--- config.mk ---
export PLATFORM = sky130hd
export DESIGN_NAME = tihm_front
export DESIGN_NICKNAME = d
export VERILOG_FILES = /design/src/rtl/token_index_hash_map_assert.svh /design/src/rtl/tihm_pkg.sv /design/src/rtl/tihm_front.sv
export SDC_FILE = /design/constraint.sdc
export NUM_CORES = 1
export LEC_CHECK = 0
export ABC_AREA = 1
export BUFFER_PORTS_ARGS = -buffer_cell sky130_fd_sc_hd__clkbuf_2
export CELL_PAD_IN_SITES_DETAIL_PLACEMENT = 0
export CELL_PAD_IN_SITES_GLOBAL_PLACEMENT = 1
export CORE_UTILIZATION = 35
export DETAILED_ROUTE_END_ITERATION = 10
export PLACE_DENSITY = 0.69
export SETUP_SLACK_MARGIN = 0.4
export SLEW_MARGIN = 10
export SYNTH_ARGS = -nofsm -noshare
export SYNTH_HDL_FRONTEND = slang
export SYNTH_SLANG_ARGS = --single-unit
--- constraint.sdc ---
create_clock -name clock -period 3.7 [get_ports clock]
set_input_delay 0 -clock clock [delete_from_list [all_inputs] [get_ports clock]]
set_output_delay 0 -clock clock [all_outputs]
set_load 0.1 [all_outputs]
--- src/rtl/token_index_hash_map_assert.svh ---
// Assertion macros for the token index hash map.
`ifndef TOKEN_INDEX_HASH_MAP_ASSERT_SVH
`define TOKEN_INDEX_HASH_MAP_ASSERT_SVH

// Same-cycle implication, masked during reset.
`define TIHM_ASSERT_IMP(label, clk, rst, ante, cons) \
   label: assert property (@(posedge clk) disable iff (rst) (ante) |-> (cons)) \
      else $error("token_index_hash_map: same-cycle check failed");

// Next-cycle implication, masked during reset.
`define TIHM_ASSERT_NXT(label, clk, rst, ante, cons) \
   label: assert property (@(posedge clk) disable iff (rst) (ante) |=> (cons)) \
      else $error("token_index_hash_map: next-cycle check failed");

`endif

--- src/rtl/tihm_pkg.sv ---
package tihm_pkg;

   localparam int DEF_BUCKETS     = 257;
   localparam int DEF_ENTRIES     = 256;
   localparam int DEF_TOKEN_BYTES = 7;

   localparam int CMD_BITS    = 2;
   localparam int TOKEN_BITS  = 56;
   localparam int INDEX_BITS  = 8;
   localparam int QUEUE_DEPTH = 4;

   typedef enum logic [CMD_BITS-1:0] {
      CMD_INSERT = 2'd0,
      CMD_LOOKUP = 2'd1,
      CMD_CLEAR  = 2'd2
   } cmd_type;

   typedef enum logic [1:0] {
      BK_IDLE,
      BK_DISPATCH,
      BK_COMPARE,
      BK_SWEEP
   } back_state_type;

   // back end to top level: queue pop and bucket sweep after reset
   typedef struct packed {
      logic pop;
      logic init;
   } back_status_type;

endpackage

--- src/rtl/tihm_front.sv ---
module tihm_front import tihm_pkg::*; #(
   parameter int BUCKETS     = DEF_BUCKETS,
   parameter int TOKEN_BYTES = DEF_TOKEN_BYTES
) (
   input  logic                                         clock,
   input  logic                                         reset,
   input  logic                                         accept,
   input  logic [CMD_BITS-1:0]                          cmd,
   input  logic [TOKEN_BITS-1:0]                        token,
   input  logic [INDEX_BITS-1:0]                        palette_index,
   output logic                                         push,
   output logic [CMD_BITS-1:0]                          op_cmd,
   output logic [8*TOKEN_BYTES-1:0]                     op_token,
   output logic [INDEX_BITS-1:0]                        op_index,
   output logic [(BUCKETS > 1 ? $clog2(BUCKETS) : 1)-1:0] op_bucket
);

   localparam int TW   = 8 * TOKEN_BYTES;
   localparam int BW   = BUCKETS > 1 ? $clog2(BUCKETS) : 1;
   localparam int SW   = $clog2(TOKEN_BYTES * 255 + 1);
   // ceil reciprocal; shift wide enough that sum / BUCKETS floors exactly
   localparam int RSH  = SW + BW;
   localparam int unsigned RECIP = ((1 << RSH) + BUCKETS - 1) / BUCKETS;
   localparam int PRW  = SW + RSH + 1;
   localparam int MW   = SW + BW;

   logic [TW-1:0]  norm_c;
   logic [SW-1:0]  sum_c;
   logic           alive;
   logic [PRW-1:0] prod_c;
   logic [MW-1:0]  diff_c;

   logic                  v1_ff, v2_ff, v3_ff;
   logic [CMD_BITS-1:0]   cmd1_ff, cmd2_ff, cmd3_ff;
   logic [TW-1:0]         tok1_ff, tok2_ff, tok3_ff;
   logic [INDEX_BITS-1:0] idx1_ff, idx2_ff, idx3_ff;
   logic [SW-1:0]         sum1_ff, sum2_ff;
   logic [SW-1:0]         quot2_ff;
   logic [BW-1:0]         bucket3_ff;

   // zero every byte from the first zero byte on, and sum what remains
   always_comb begin
      alive  = 1'b1;
      norm_c = '0;
      sum_c  = '0;
      for (int i = 0; i < TOKEN_BYTES; i++) begin
         alive = alive && (token[8*i +: 8] != 8'd0);
         norm_c[8*i +: 8] = alive ? token[8*i +: 8] : 8'd0;
         sum_c = sum_c + SW'(norm_c[8*i +: 8]);
      end
   end

   assign prod_c = PRW'(sum1_ff) * PRW'(RECIP);
   assign diff_c = MW'(sum2_ff) - MW'(quot2_ff) * MW'(BUCKETS);

   always_ff @(posedge clock) begin
      if (reset) begin
         v1_ff <= 1'b0;
         v2_ff <= 1'b0;
         v3_ff <= 1'b0;
      end else begin
         v1_ff <= accept;
         v2_ff <= v1_ff;
         v3_ff <= v2_ff;
      end
   end

   always_ff @(posedge clock) begin
      cmd1_ff    <= cmd;
      tok1_ff    <= norm_c;
      idx1_ff    <= palette_index;
      sum1_ff    <= sum_c;
      cmd2_ff    <= cmd1_ff;
      tok2_ff    <= tok1_ff;
      idx2_ff    <= idx1_ff;
      sum2_ff    <= sum1_ff;
      quot2_ff   <= prod_c[RSH +: SW];
      cmd3_ff    <= cmd2_ff;
      tok3_ff    <= tok2_ff;
      idx3_ff    <= idx2_ff;
      bucket3_ff <= diff_c[BW-1:0];
   end

   assign push      = v3_ff;
   assign op_cmd    = cmd3_ff;
   assign op_token  = tok3_ff;
   assign op_index  = idx3_ff;
   assign op_bucket = bucket3_ff;

endmodule

==> summary.md <==
| Metric | Value |
|---|---|
| CTS tree | `done` |
| RSZ-0062 raised after global routing | `true` |
| Placed Cells | `approximately 1,400` |
| Fmax | `between 200 and 300 MHz` |
| Violated checks | `negative setup slack` |
| Yosys top cell by area | `dfxtp_1` |
| Post-synth top area share | `51.4%` |
| Crit path max fanout | `3` |
| Largest cells by area after synthesis | `dfxtp_1, fa_1, ha_1` |
| Worst-path cell chain | `fa_2 -> fa_1 -> inv_1 -> fa_1 -> fa_1 -> inv_1 -> fa_1 -> ha_4 -> buf_4 -> nand2_4 -> nor2_1 -> nand2_1 -> nand2_1 -> nand2_1 -> nand3_1 -> nand2_2` |
| Final setup viols | `5` |
| Slew HR | `60.9%` |
| Synth cell types | `36` |
| Slowest stage delay, CP | `0.60 ns` |
| Via Count | `a little over 6,000` |
| Clock slew at reported path FFs | `0.06 ns` |
| Crit. End Element | `flip-flop` |
| Reg2reg path depth | `16` |
| Status | `finished, violations left` |
| Flip-flop and latch area | `0.00467 mm²` |
| WL final | `~19,000 µm` |
| Kind of critical path | `reg -> reg` |
| Slowest stage cell, crit path | `fa_2` |
| Root Buffer | `clkbuf_16` |
| Area grow syn2layout | `44.1%` |
| CTS H-tree lvls | `1` |
| Num CTS Buffers | `23` |
| Hold Vio Cnt, Final | `0` |
| Row count | `58` |
| Pre-CTS WS | `-0.490 ns` |
| Via density | `4.10` |
| Final Util | `~52%` |
| Initial antenna violation count | `0` |
| Routability cong. | `0.810` |
| Syn Nets | `around 1,000` |
| Seq/Total Area, Yosys | `51.4%` |
| Layout Cells excl Fill | `approximately 1,500` |
| Pin count of the biggest net entering global routing | `15` |
| Hold WC Path Type | `in -> reg` |
| Clock latency on the worst-skew pair | `0.50 ns` |
| Critical Path AT | `between 4 and 5 ns` |
| GRT Util Overall | `between 10% and 20%` |
| Vias in the first global route | `between 6,000 and 7,000` |
| Max Slew Vio Count | `0` |
| Hpwl dp | `approximately 15,000 µm` |
| # DRC | `0` |
| Final worst-path cycle share | `107%` |
| Final worst slack | `-0.260 ns` |
| Die height | `163 µm` |
| Setup TNS | `-0.719 ns` |
| Synth Warn # | `0` |
| CP dominant cell by count | `fa_1` |
| Number of max-cap violations | `0` |
| Fill cell count | `around 2,300` |
| Fraction of layout cells with a size suffix above 1 | `35.3%` |
| Skew final | `0.00832 ns` |
| Multi-input logic area | `0.00410 mm²` |
| Worst reg2reg setup slack | `-0.26 ns` |
| Starting Density | `35.8%` |
| First-pass GRT wire length | `approximately 30,000 µm` |
| Die area | `0.0266 mm²` |
| Mapped Area | `0.00907 mm²` |
| I/O pins | `145` |
| CP Data Required Time | `4.09 ns` |
| Routed Antenna Nets | `0` |
| Nets | `roughly 1,400` |
| Fin crit period | `3.96 ns` |
| Gate Count Post-Synth | `808` |
| Detailed Route Iter0 Violations | `191` |
| Slew @ Worst Pin | `between 0.5 and 0.6 ns` |
| Drt pass-1 iters | `4` |
| Hold path cells | `5` |
| Post-DR wirelength/cell | `around 13 µm` |
| Core ar. | `0.0253 mm²` |
| CTS max path bufs | `3` |
| GRT overflow | `0` |
| Die W | `between 150 and 200 µm` |
| Synthesized flop and latch total | `233` |
| Number of antenna diodes | `0` |
| TritonCTS Sinks | `~230` |
| Syn_area_per_cell | `11.2 µm²` |
| Port buffer count | `roughly 140` |
| Startpoint types | `flip-flop` |
-- cell usage in the layout (no fill, tap or decap), types with 5 or more instances in the layout --
cell           instances
dlygate4sd3_1         66
nand2_1               57
clkbuf_16             24
nor3_2                 5
a21oi_1               11
nand4_1                5
xnor2_1                8
inv_1                164
inv_2                 21
dfxtp_1              225
nand3_1               14
xor2_1                 9
a21oi_2                6
nand2_4                6
nor2_4                14
nor2_1                41
dfxtp_2                8
fa_2                   7
nand2_2                6
buf_6                 14
clkbuf_8               8
buf_4                102
clkbuf_2             135
ha_1                  60
nor2_2                11
fa_1                  73
ha_4                   9
-- synth_stat cells --
cell type	instances
o21bai_1	1
or2_1	1
nand3b_1	1
nor3_2	3
a31oi_1	1
ha_1	71
a21boi_1	1
dlygate4sd1_1	1
a21oi_1	17
nor4_1	3
o211ai_2	1
o211ai_1	1
nand2_4	1
o21ai_0	3
nor3_1	6
nand3_1	17
o21ai_1	1
inv_2	2
buf_2	1
clkbuf_1	6
xor2_1	10
a21o_1	2
dfxtp_1	233
inv_1	188
nor2_4	1
fa_1	80
nand2_1	67
xnor2_1	9
nand3_2	1
inv_4	1
nand4_2	2
nand2_2	2
nand4_1	5
nand4_4	1
nand3_4	2
nor2_1	65
-- registers in the layout (all words and copies together), names as in the netlist --
signal and cells:
op_token 56, op_cmd 2, cmd1_ff 2, quot2_ff 3, op_bucket 9, push 1, idx2_ff 8, op_index 8
idx1_ff 8, tok2_ff 56, v1_ff 1, sum2_ff 9, v2_ff 1, cmd2_ff 2, tok1_ff 56, sum1_ff 11
-- through the flow --
| step | area, µm² | hold WS, ns |
|---|---|---|
| 5_1_grt | 13100 | 0.0236 |
| 3_3_place_gp | 11100 | 0.103 |
| 6_report | 13100 | 0.00353 |
| 3_5_place_dp | 11100 | 0.104 |
| 4_1_cts | 12800 | 0.0121 |
| 2_1_floorplan | 9270 | 0.0277 |
-- worst paths after layout --
kind / endpoint / start
max: quot2_ff[2] / sum1_ff[3]
min reg2reg: tok2_ff[32] / tok1_ff[32]
max reg2reg: quot2_ff[2] / sum1_ff[3]
min: tok1_ff[8] / token[8]
-- area by class of cell --
type	count	area share [%]
Inverter	191	5.70
Clock buffer	32	5.05
Sequential cell	233	35.8
Clock inverter	9	1.01
Tap cell	330	3.16
Timing Repair Buffer	322	18.0
Multi-Input combinational cell	377	31.4
-- routing by layer --
metal  GRT usage (%)  wire (µm)  vias to the layer above
met3            2.67        902                       27
met4            2.97        293                        0
met1            20.7       9060                     2871
met5               0          0                        -
met2            22.4       8590                      130
li1                -          -                     3100
-- critical path, delay by kind of cell, from the launching register on --
kind | cells | cell delay (ns)
DFF | 1 | 0.33
buffers and inverters | 3 | 0.26
adders and majority gates | 6 | 2.76
and+or+nand+nor | 7 | 0.49
-- kinds of logic after synthesis --
group	count (synthesis)	synth area share, %
fa+ha+maj	151	27.5
buf+inv	199	8.33
simple gates	178	9.16
compound gates	28	1.78
xor+xnor	19	1.83
flops	233	51.4
-- timing repair --
| action | in CTS | in global routing |
|---|---|---|
| setup buffers | 4 | 16 |
| hold buffers | 66 | 0 |
| gates resized for setup | 49 | 51 |
| gates cloned | 1 | 0 |
| pin swaps | 28 | 44 |
| endpoints found under the setup margin | 12 | 12 |
| endpoints found under the hold margin | 67 | 0 |
Power is not shown: default switching activity piles up to over one toggle a cycle in this logic, so the estimate is an artifact.
