`src/rtl/token_index_hash_map_assert.svh`:
```
// Assertion macros for the token index hash map.
`ifndef TOKEN_INDEX_HASH_MAP_ASSERT_SVH
`define TOKEN_INDEX_HASH_MAP_ASSERT_SVH

// Same-cycle implication, masked during reset.
`define TIHM_ASSERT_IMP(label, clk, rst, ante, cons) \
   label: assert property (@(posedge clk) disable iff (rst) (ante) |-> (cons)) \
      else $error("token_index_hash_map: same-cycle check failed");

// Next-cycle implication, masked during reset.
`define TIHM_ASSERT_NXT(label, clk, rst, ante, cons) \
   label: assert property (@(posedge clk) disable iff (rst) (ante) |=> (cons)) \
      else $error("token_index_hash_map: next-cycle check failed");

`endif

```
`src/rtl/tihm_queue.sv`:
```
module tihm_queue #(
   parameter int WIDTH = 8,
   parameter int DEPTH = 4
) (
   input  logic             clock,
   input  logic             reset,
   input  logic             push,
   input  logic [WIDTH-1:0] din,
   input  logic             pop,
   output logic             valid,
   output logic [WIDTH-1:0] dout
);

   localparam int PW = DEPTH > 1 ? $clog2(DEPTH) : 1;
   localparam int CW = $clog2(DEPTH + 1);
   localparam logic [PW-1:0] LAST = PW'(DEPTH - 1);

   logic [WIDTH-1:0] mem_ff [DEPTH];
   logic [PW-1:0]    wr_ptr_ff, wr_ptr_in;
   logic [PW-1:0]    rd_ptr_ff, rd_ptr_in;
   logic [CW-1:0]    count_ff, count_in;

   always_comb begin
      wr_ptr_in = wr_ptr_ff;
      rd_ptr_in = rd_ptr_ff;
      if (push) begin
         wr_ptr_in = (wr_ptr_ff == LAST) ? '0 : wr_ptr_ff + 1'b1;
      end
      if (pop) begin
         rd_ptr_in = (rd_ptr_ff == LAST) ? '0 : rd_ptr_ff + 1'b1;
      end
      count_in = count_ff + CW'(push) - CW'(pop);
   end

   always_ff @(posedge clock) begin
      if (reset) begin
         wr_ptr_ff <= '0;
         rd_ptr_ff <= '0;
         count_ff  <= '0;
      end else begin
         wr_ptr_ff <= wr_ptr_in;
         rd_ptr_ff <= rd_ptr_in;
         count_ff  <= count_in;
      end
   end

   always_ff @(posedge clock) begin
      if (push) begin
         mem_ff[wr_ptr_ff] <= din;
      end
   end

   assign valid = (count_ff != '0);
   assign dout  = mem_ff[rd_ptr_ff];

endmodule

```
`config.mk`:
```
export PLATFORM = sky130hd
export DESIGN_NAME = tihm_queue
export DESIGN_NICKNAME = d
export VERILOG_FILES = /design/src/rtl/token_index_hash_map_assert.svh /design/src/rtl/tihm_queue.sv
export SDC_FILE = /design/constraint.sdc
export NUM_CORES = 1
export LEC_CHECK = 0
export ABC_AREA = 1
export BUFFER_PORTS_ARGS = -buffer_cell sky130_fd_sc_hd__buf_2
export CORE_MARGIN = 1
export CORE_UTILIZATION = 48
export CTS_BUF_LIST = sky130_fd_sc_hd__clkbuf_4 sky130_fd_sc_hd__clkbuf_8
export DETAILED_ROUTE_END_ITERATION = 7
export GPL_ROUTABILITY_DRIVEN = 0
export GPL_TIMING_DRIVEN = 0
export MAX_ROUTING_LAYER = met4
export PLACE_DENSITY_LB_ADDON = 0.1
export SETUP_SLACK_MARGIN = 0.5
export SYNTH_ARGS = -nofsm -noshare
export SYNTH_HDL_FRONTEND = slang
export SYNTH_SLANG_ARGS = --single-unit
```
`constraint.sdc`:
```
create_clock -name clock -period 3.8 [get_ports clock]
set_clock_uncertainty 0.15 [all_clocks]
set_input_delay 0.76 -clock clock [delete_from_list [all_inputs] [get_ports clock]]
set_output_delay 0.76 -clock clock [all_outputs]
set_load 0.02 [all_outputs]
```
==> reports/results.ini, run 1 <==
[clock_network]
cts_tree = yes
cts.sinks = 41
tritoncts.num_buffers = 5
cts_max_level = 2
clk_latency_ps = 350
cts_buffer_depth = 2
clk_pin_slew_ps = 120
cts_resized = 0
holdBufCountCts = 0
ctsRootBufferMaster = clkbuf_4
post-cts-setup-buffers = 0

[yosys]
synth_seq_cells = 41
netlist_instances = 151
synth_top_area_share_pct = 55.3
synth_area_leaders = edfxtp_1 55%, dfxtp_1 10%, inv_1 6.7%
synthesis.area_sq_mm = 0.00174
yosys_warnings = 0
synth.avg_cell_area_sq_um = 11.5
synth_cell_types = 16
synth_nets = 171
synth.yosys.seq_area_share_pct = 65.6
synth_area_leader_cell = edfxtp_1

[global_route]
grt_max_degree = 14
antenna_found_initial = 0
grt_overflow = 0
grt_pass1_wl_um = 4920
grt_pass1_vias = 1065
grt_util_all_layers_pct = 17.7

[job]
max_cap_viol_count = 0

[outcome]
run_status = finished, final reports clean

[timing]
maxSlewViolCount = 0
finalSetupViolCount = 0
rsz0062_at_grt = false
fin_setup_tns_ps = 0
max_freq_mhz = 434
fin_crit_sh_pct = 60.6
period_needed_ps = 2300
worst_pin_slew_ps = 375
relSlewSlack_pct = 75.0
hold_viol = 0

[critical_path]
worstPathArrival_ps = 1390
endpoint_kind = primary output
cp_max_fo = 10
cp-start-kind = register
path_class = register to primary output
required_ps = 2890

[finish]
fin_nets = 198
area_growth_pct = 14.1
layout_commonest_cell = edfxtp_1
fill_cells = 309
drive_gt1_share_pct = 20.1
mostFrequentLayoutCells = 32 x edfxtp_1, 31 x inv_1, 25 x nand2_1, 20 x buf_2, 10 x a21oi_1
n_antenna_cell = 0
final_cell_count_no_fill = 225

[pwr]
peakVddDrop_mv = 0.270
p_sw_uw = 246
clock_power_share_pct = 30.6
p_sw_share_pct = 25.4
p_seq_share_pct = 54.2
powerDensity_mw_per_mm2 = 488
leakagePower_nw = 0.870
internal_power_uw = 724
power_frac_comb_pct = 15.2

[floorplanning]
core_area_sq_mm = 0.00342
dieArea_sq_mm = 0.00387
die_h_um = 62.2
fp.dieW_um = 62.2
row_count = 21
pin_count = 21
initial_core_util_pct = 50.9

[detailed_routing]
via_count = 1066
drtIter0Drc = 28
vias_per_cell = 4.74
drt-total-wl_um = 2850
drt_pre_antenna_iters = 4
route.detailed.drc = 0
ant_nets = 0
wl_per_cell_um = 12.7

[min_path]
min_path_type = register to register

[placed_design]
dp_cells = 217
port_buffers = 20
dp_hpwl_um = 1970

==> state kept, by name, indices dropped and copies added (netlist names), named ones only <==
name and count:
count_ff 3, mem_ff 32, rd_ptr_ff 2, wr_ptr_ff 2
==> power groups by stage <==
stage          Sequential, mW  Clock (mW)  Combinational (mW)
3_5_place_dp            0.536           0               0.150
5_1_grt                 0.529       0.319               0.170
2_1_floorplan           0.533           0               0.104
4_1_cts                 0.526       0.304               0.150
3_3_place_gp            0.535           0               0.144
6_report                0.525       0.296               0.147
==> critical path, cell delays in order (launching register included) <==
cell	delay, ps
dfxtp_1	460
buf_4	230
o21ai_0	110
nand2_1	70
buf_2	160
==> cell families (layout without fill, tap and decap cells) <==
logic type	Yosys count	count (layout)	share of synthesized area [%]
adders and majority gates	8	8	6.19
buffers and inverters	36	64	9.71
and+or+nand+nor	36	36	7.91
DFF	41	41	65.6
AOI/OAI and AO/OA	30	30	10.6
==> metal layers <==
metal,share of wire (%),GRT usage [%]
met5,0,-
met4,1.6,6.10
met3,4.5,6.43
met2,53,30.8
met1,41,18.4
==> cells in the mapped netlist, drive strengths merged <==
| master | number |
|---|---|
| edfxtp | 32 |
| a21oi | 11 |
| fa | 1 |
| nor2 | 9 |
| inv | 31 |
| o21ai | 11 |
| nand2 | 25 |
| dfxtp | 9 |
| buf | 5 |
| o211ai | 8 |
| ha | 7 |
| nand3 | 2 |
==> stage by stage <==
| stage | utilization, % | setup slack (ps) | hold WS [ps] | instance area (sq um) | total power, mW |
|---|---|---|---|---|---|
| floorplan | - | 1770 | 318 | 1740 | 0.637 |
| detailed placement | 55.5 | 1530 | 371 | 1900 | 0.686 |
| finish | 58.1 | 1500 | 385 | 1980 | 0.969 |
| CTS | 58.1 | 1480 | 388 | 1980 | 0.980 |
| global placement | 55.5 | 1610 | 354 | 1900 | 0.679 |
| global route | 58.1 | 1370 | 411 | 1980 | 1.02 |
==> area by class of cell <==
| cell class | instances | area, sq um | share of cell area, % |
|---|---|---|---|
| Multi-Input combinational cell | 74 | 429 | 21.6 |
| Buffer | 5 | 52.6 | 2.65 |
| Timing Repair Buffer | 20 | 100 | 5.04 |
| Tap cell | 46 | 57.6 | 2.90 |
| Inverter | 31 | 116 | 5.86 |
| Clock buffer | 6 | 51.3 | 2.59 |
| Clock inverter | 2 | 36.3 | 1.83 |
| Sequential cell | 41 | 1140 | 57.5 |
==> final timing paths <==
check / start / endpoint / slack (ps) / cells after the start
hold reg to reg: wr_ptr_ff[0] / wr_ptr_ff[0] / 380 / 2
setup / recovery: register / dout[3] / 1500 / 4
setup reg to reg: count_ff[0] / count_ff[2] / 2100 / 8
hold / removal: wr_ptr_ff[0] / wr_ptr_ff[0] / 380 / 2
No activity file was read; power rests on OpenSTA's default activity.
==> run 2, diff against run 1 <==
==> constraint.sdc (replaced) <==
create_clock -name clock -period 2.1 [get_ports clock]
set_clock_uncertainty 0.15 [all_clocks]
set_input_delay 0.42 -clock clock [delete_from_list [all_inputs] [get_ports clock]]
set_output_delay 0.42 -clock clock [all_outputs]
set_load 0.02 [all_outputs]
==> reports/results.ini, run 2 (synthesis results as in run 1) <==
[critical_path]
cp_max_fo = 5  ; was 10
crit_buf_inv = 3  ; was 2
cp-start-kind = register  ; unchanged
reg2reg_from = count_ff[0]  ; unchanged
worstPathArrival_ps = 1310  ; was 1390 ps
r2r_setup_slack_ps = 500  ; was 2100 ps
required_ps = 1530  ; was 2890 ps
critical_path.max_stage_delay_ps = 340  ; was 460 ps
slowest_stage = dfxtp_2  ; was dfxtp_1
reg2reg_to = count_ff[1]  ; was count_ff[2]
path_class = register to primary output  ; unchanged
cpMostUsedCell = buf_6
endpoint_kind = primary output  ; unchanged
crit_path_cell_trace = buf_6, buf_6, a21oi_4, o21ai_1, nand2_1, buf_6  ; was buf_4, o21ai_0, nand2_1, buf_2
cp_top_family = buffers and inverters  ; was flip-flops
r2r.worst_path.cells = 7  ; was 8

[timing]
hold_slack_ps = 122  ; was 385 ps
max_freq_mhz = 533
period_needed_ps = 1880
finalWorstSetupSlack_ps = 224  ; was 1500 ps
relSlewSlack_pct = 74.7  ; was 75.0%
maxSlewViolCount = 0  ; unchanged
fin_setup_tns_ps = 0  ; unchanged
fin_crit_sh_pct = 89.4
finalSetupViolCount = 0  ; unchanged
rsz0062_at_grt = true  ; was false
worst_pin_slew_ps = 378  ; was 375 ps
hold_viol = 0  ; unchanged

[clock_network]
clk_pin_slew_ps = 120  ; about the same
cts_buffer_depth = 2  ; unchanged
cts_max_level = 2  ; unchanged
holdBufCountCts = 0  ; unchanged
ctsRootBufferMaster = clkbuf_4  ; unchanged
cts_tree = yes  ; unchanged
cts.sinks = 41  ; unchanged
clk_latency_ps = 340  ; was 350 ps
tritoncts.num_buffers = 5  ; unchanged

[floorplanning]
initial_core_util_pct = 50.9  ; unchanged
fp.dieW_um = 62.2  ; unchanged
pin_count = 21  ; unchanged
core_area_sq_mm = 0.00342  ; unchanged
dieArea_sq_mm = 0.00387  ; unchanged
row_count = 21  ; unchanged
die_h_um = 62.2  ; unchanged

[global_route]
antenna_found_initial = 0  ; unchanged
grt_overflow = 0  ; unchanged
grt_max_degree = 14  ; unchanged
grt_util_all_layers_pct = 18.0  ; was 17.7%
grt_pass1_vias = 1069  ; was 1065
grt_pass1_wl_um = 4930  ; was 4920 um

[detailed_routing]
drt_pre_antenna_iters = 6  ; was 4
ant_nets = 0  ; unchanged
vias_per_cell = 4.69  ; was 4.74
route.detailed.drc = 0  ; unchanged
wl_per_cell_um = 12.8  ; was 12.7 um
drt-total-wl_um = 2980  ; was 2850 um
drtIter0Drc = 16  ; was 28
via_count = 1088  ; was 1066

[job]
max_cap_viol_count = 0  ; unchanged

[finish]
regMostFlops = mem_ff  ; unchanged
top_regs = mem_ff x32, count_ff x3  ; unchanged
area_growth_pct = 28.6  ; was 14.1%
fin_area_sq_mm = 0.00224  ; was 0.00198 sq mm
layout_commonest_cell = edfxtp_1  ; unchanged
largest_register_ffs = 32  ; unchanged
mostFrequentLayoutCells = 32 x edfxtp_1, 27 x inv_1, 25 x nand2_1, 14 x buf_6, 11 x buf_2  ; was 32 x edfxtp_1, 31 x inv_1, 25 x nand2_1, 20 x buf_2, 10 x a21oi_1
fin_nets = 205  ; was 198
final_core_util_pct = 65.5  ; was 58.1%
drive_gt1_share_pct = 34.9  ; was 20.1%
n_antenna_cell = 0  ; unchanged

[min_path]
worstHoldEndpoint = count_ff[1]  ; was wr_ptr_ff[0]
worst_hold_path.num_cells = 2  ; unchanged
min_from = reset  ; was wr_ptr_ff[0]
min_path_type = input pin to register  ; was register to register

[placed_design]
dp_hpwl_um = 1980  ; was 1970 um
place_area_sq_mm = 0.00192  ; was 0.00190 sq mm
dp_slack_ps = 310  ; was 1530 ps
port_buffers = 20  ; unchanged

[pwr]
powerDensity_mw_per_mm2 = 880  ; was 488 mW/mm^2
leakagePower_nw = 0.954  ; was 0.870 nW
peakVddDrop_mv = 0.506  ; was 0.270 mV

[outcome]
run_status = finished, final reports clean  ; unchanged

## run 2: cell types whose count changed in the layout (fill, tap and decap cells not counted), moves of 4 or more
cell,change
a21oi_1,-8
inv_2,+4
dfxtp_1,-4
buf_2,-9
inv_1,-4
a21oi_2,+7
buf_6,+10
## run 2: layer usage
layer | track usage [%] | vias to the layer above | wire length (um)
met2 | 31.7 | 20 | 1590
met3 | 5.33 | 5 | 101
met1 | 19.1 | 497 | 1240
li1 | - | 566 | -
met4 | 6.10 | 0 | 47
met5 | - | - | 0
## run 2: what timing repair did
item | CTS | global route
pin swaps | 8 | 4
resized for setup | 38 | 9
buffers inserted | 5 | 1
endpoints found under the hold margin | 0 | 0
gates cloned | 1 | 0
endpoints found under the setup margin | 11 | 11
## run 2: worst max-delay path by stage
stage / to / startpoint / cells after the start
6_report: dout[2] / register / 6
5_1_grt: dout[0] / register / 6
4_1_cts: dout[5] / register / 6
3_5_place_dp: count_ff[1] / pop / 7
3_3_place_gp: count_ff[1] / pop / 7
2_1_floorplan: count_ff[1] / pop / 6
## run 2: per-stage QoR
stage / std cells / power (mW)
after floorplan: 151 / 1.16
after global placement: 217 / 1.24
after detailed placement: 217 / 1.26
after CTS: 231 / 1.94
after global routing: 232 / 2.06
final: 232 / 1.97
## run 2: cell type report
type,count,area (sq um)
Multi-Input combinational cell,74,507
Sequential cell,41,1150
Fill cell,263,1180
Inverter,31,116
Clock buffer,5,37.5
Timing Repair Buffer,27,240
Buffer,5,65.1
Clock inverter,3,65.1
Tap cell,46,57.6
## run 2: report_power, final
part	leakage (nW)	internal [mW]	switching, mW
combinational	0.528	0.192	0.214
clock	0.0552	0.369	0.239
sequential	0.370	0.929	0.0249
total	0.954	1.49	0.478
## run 2: worst reg2reg max path: cells and delay by family, from the launching register on
kind	cells	cell delay, ps
adders and majority gates	3	840
DFF	1	340
and+or+nand+nor	1	30
buffers and inverters	3	160
==> run 3, diff against run 2 <==
==> constraint.sdc (replaced) <==
create_clock -name clock -period 2.1 [get_ports clock]
set_clock_uncertainty 0.15 [all_clocks]
set_input_delay 0.21 -clock clock [delete_from_list [all_inputs] [get_ports clock]]
set_output_delay 0.21 -clock clock [all_outputs]
set_load 0.02 [all_outputs]
==> reports/results.ini, run 3 (synthesis results as in run 1) <==
[clock_network]
ctsRootBufferMaster = clkbuf_4  ; unchanged
clk_pin_slew_ps = 120  ; about the same
cts_buffer_depth = 2  ; unchanged
clk_latency_ps = 350  ; was 340 ps
cts_max_level = 2  ; unchanged
tritoncts.num_buffers = 5  ; unchanged
cts.sinks = 41  ; unchanged
cts_tree = yes  ; unchanged

[detailed_routing]
route.detailed.drc = 0  ; unchanged
vias_per_cell = 4.75  ; was 4.69
drtIter0Drc = 29  ; was 16
drt_pre_antenna_iters = 4  ; was 6
drt-total-wl_um = 3030  ; was 2980 um
ant_nets = 0  ; unchanged
wl_per_cell_um = 12.8  ; about the same
via_count = 1125  ; was 1088

[timing]
relSlewSlack_pct = 75.4  ; was 74.7%
rsz0062_at_grt = true  ; unchanged
finalSetupViolCount = 0  ; unchanged
maxSlewViolCount = 0  ; unchanged
hold_viol = 0  ; unchanged
max_freq_mhz = 597  ; was 533 MHz
fin_crit_sh_pct = 79.8  ; was 89.4%
fin_setup_tns_ps = 0  ; unchanged
worst_pin_slew_ps = 369  ; was 378 ps
period_needed_ps = 1680  ; was 1880 ps

[finish]
n_antenna_cell = 0  ; unchanged
area_growth_pct = 28.3  ; was 28.6%
regMostFlops = mem_ff  ; unchanged
mostFrequentLayoutCells = 32 x edfxtp_1, 28 x inv_1, 25 x nand2_1, 13 x buf_2, 10 x dlygate4sd3_1  ; was 32 x edfxtp_1, 27 x inv_1, 25 x nand2_1, 14 x buf_6, 11 x buf_2
top_regs = mem_ff x32, count_ff x3  ; unchanged
fin_nets = 210  ; was 205
largest_register_ffs = 32  ; unchanged
layout_commonest_cell = edfxtp_1  ; unchanged
fill_cells = 286  ; was 263
drive_gt1_share_pct = 27.2  ; was 34.9%

[floorplanning]
fp.dieW_um = 62.2  ; unchanged
die_h_um = 62.2  ; unchanged
dieArea_sq_mm = 0.00387  ; unchanged
row_count = 21  ; unchanged
core_area_sq_mm = 0.00342  ; unchanged
initial_core_util_pct = 50.9  ; unchanged
pin_count = 21  ; unchanged

[pwr]
powerDensity_mw_per_mm2 = 829  ; was 880 mW/mm^2
p_seq_share_pct = 51.7  ; was 48.5%
leakagePower_nw = 0.950  ; was 0.954 nW
p_sw_uw = 474  ; was 478 uW
internal_power_mw = 1.37  ; was 1.49 mW
p_sw_share_pct = 25.7  ; was 24.3%
peakVddDrop_mv = 0.508  ; was 0.506 mV
p_total_mw = 1.85  ; was 1.97 mW
power_frac_comb_pct = 19.4  ; was 20.7%
clock_power_share_pct = 28.9  ; was 30.9%

[critical_path]
endpoint_kind = primary output  ; unchanged
path_class = register to primary output  ; unchanged
cp-start-kind = register  ; unchanged
worstPathArrival_ps = 1320  ; was 1310 ps
cp_max_fo = 8  ; was 5
required_ps = 1740  ; was 1530 ps

[global_route]
grt_overflow = 0  ; unchanged
grt_pass1_wl_um = 5260  ; was 4930 um
grt_util_all_layers_pct = 18.8  ; was 18.0%
grt_max_degree = 14  ; unchanged
antenna_found_initial = 0  ; unchanged
grt_pass1_vias = 1136  ; was 1069

[outcome]
run_status = finished, final reports clean  ; unchanged

[placed_design]
port_buffers = 20  ; unchanged
dp_hpwl_um = 1970  ; was 1980 um

[job]
max_cap_viol_count = 0  ; unchanged

[min_path]
min_path_type = input pin to register  ; unchanged

## run 3: final cells by class
cell class | count | area [sq um] | area share [%]
flip-flops and latches | 41 | 1150 | 51.4
clock buffers | 6 | 51.3 | 2.30
clock inverters | 2 | 36.3 | 1.63
inverters | 31 | 119 | 5.33
multi-input cells | 74 | 477 | 21.4
well taps | 46 | 57.6 | 2.58
repair buffers | 32 | 275 | 12.3
plain buffers | 5 | 67.6 | 3.03
## run 3: per-layer routing
metal	vias to the layer above	global-route usage [%]	part of all wire (%)
li1	576	-	-
met1	525	19.6	41
met2	20	33.2	54
met3	4	6.07	3.7
met4	0	6.10	1.3
met5	-	-	0
## run 3: critical path, stage by stage (launching register included)
cell and delay (ps):
dfxtp_2 340, buf_8 140, buf_8 130, a21oi_2 90, o21ai_1 70, nand2_1 80
buf_6 110
## run 3: power by group through the flow
stage	logic, mW	clock network [mW]	registers (mW)
after floorplan	0.188	0	0.964
after global placement	0.261	0	0.967
after detailed placement	0.271	0	0.969
after CTS	0.337	0.551	0.953
after global routing	0.402	0.581	0.960
final	0.358	0.535	0.956
## run 3: per-stage QoR
| step | cell area [sq um] | instances | hold WS, ps | setup slack (ps) | utilization [%] |
|---|---|---|---|---|---|
| 2_1_floorplan | 1740 | 151 | 127 | 514 | - |
| 3_3_place_gp | 1900 | 217 | 267 | 459 | 55.5 |
| 3_5_place_dp | 1900 | 217 | 272 | 385 | 55.5 |
| 4_1_cts | 2190 | 237 | 20.5 | 402 | 64.0 |
| 5_1_grt | 2230 | 237 | 72.4 | 318 | 65.3 |
| 6_report | 2230 | 237 | 65.8 | 424 | 65.3 |
## run 3: path summary, 6_finish.rpt
path / from / endpoint / slack, ps / depth (start not counted)
min reg2reg: wr_ptr_ff[0] / wr_ptr_ff[0] / 380 / 2
max: register / dout[0] / 420 / 6
min: pop / register / 70 / 4
max reg2reg: count_ff[0] / count_ff[1] / 500 / 7
## run 3: repair_timing
item / in CTS / in global routing
hold endpoints to repair: 36 / 0
pin swaps: 6 / 4
setup buffers: 1 / 0
gates cloned: 1 / 0
gates resized for setup: 26 / 12
setup endpoints to repair: 10 / 10
hold buffers: 10 / 0
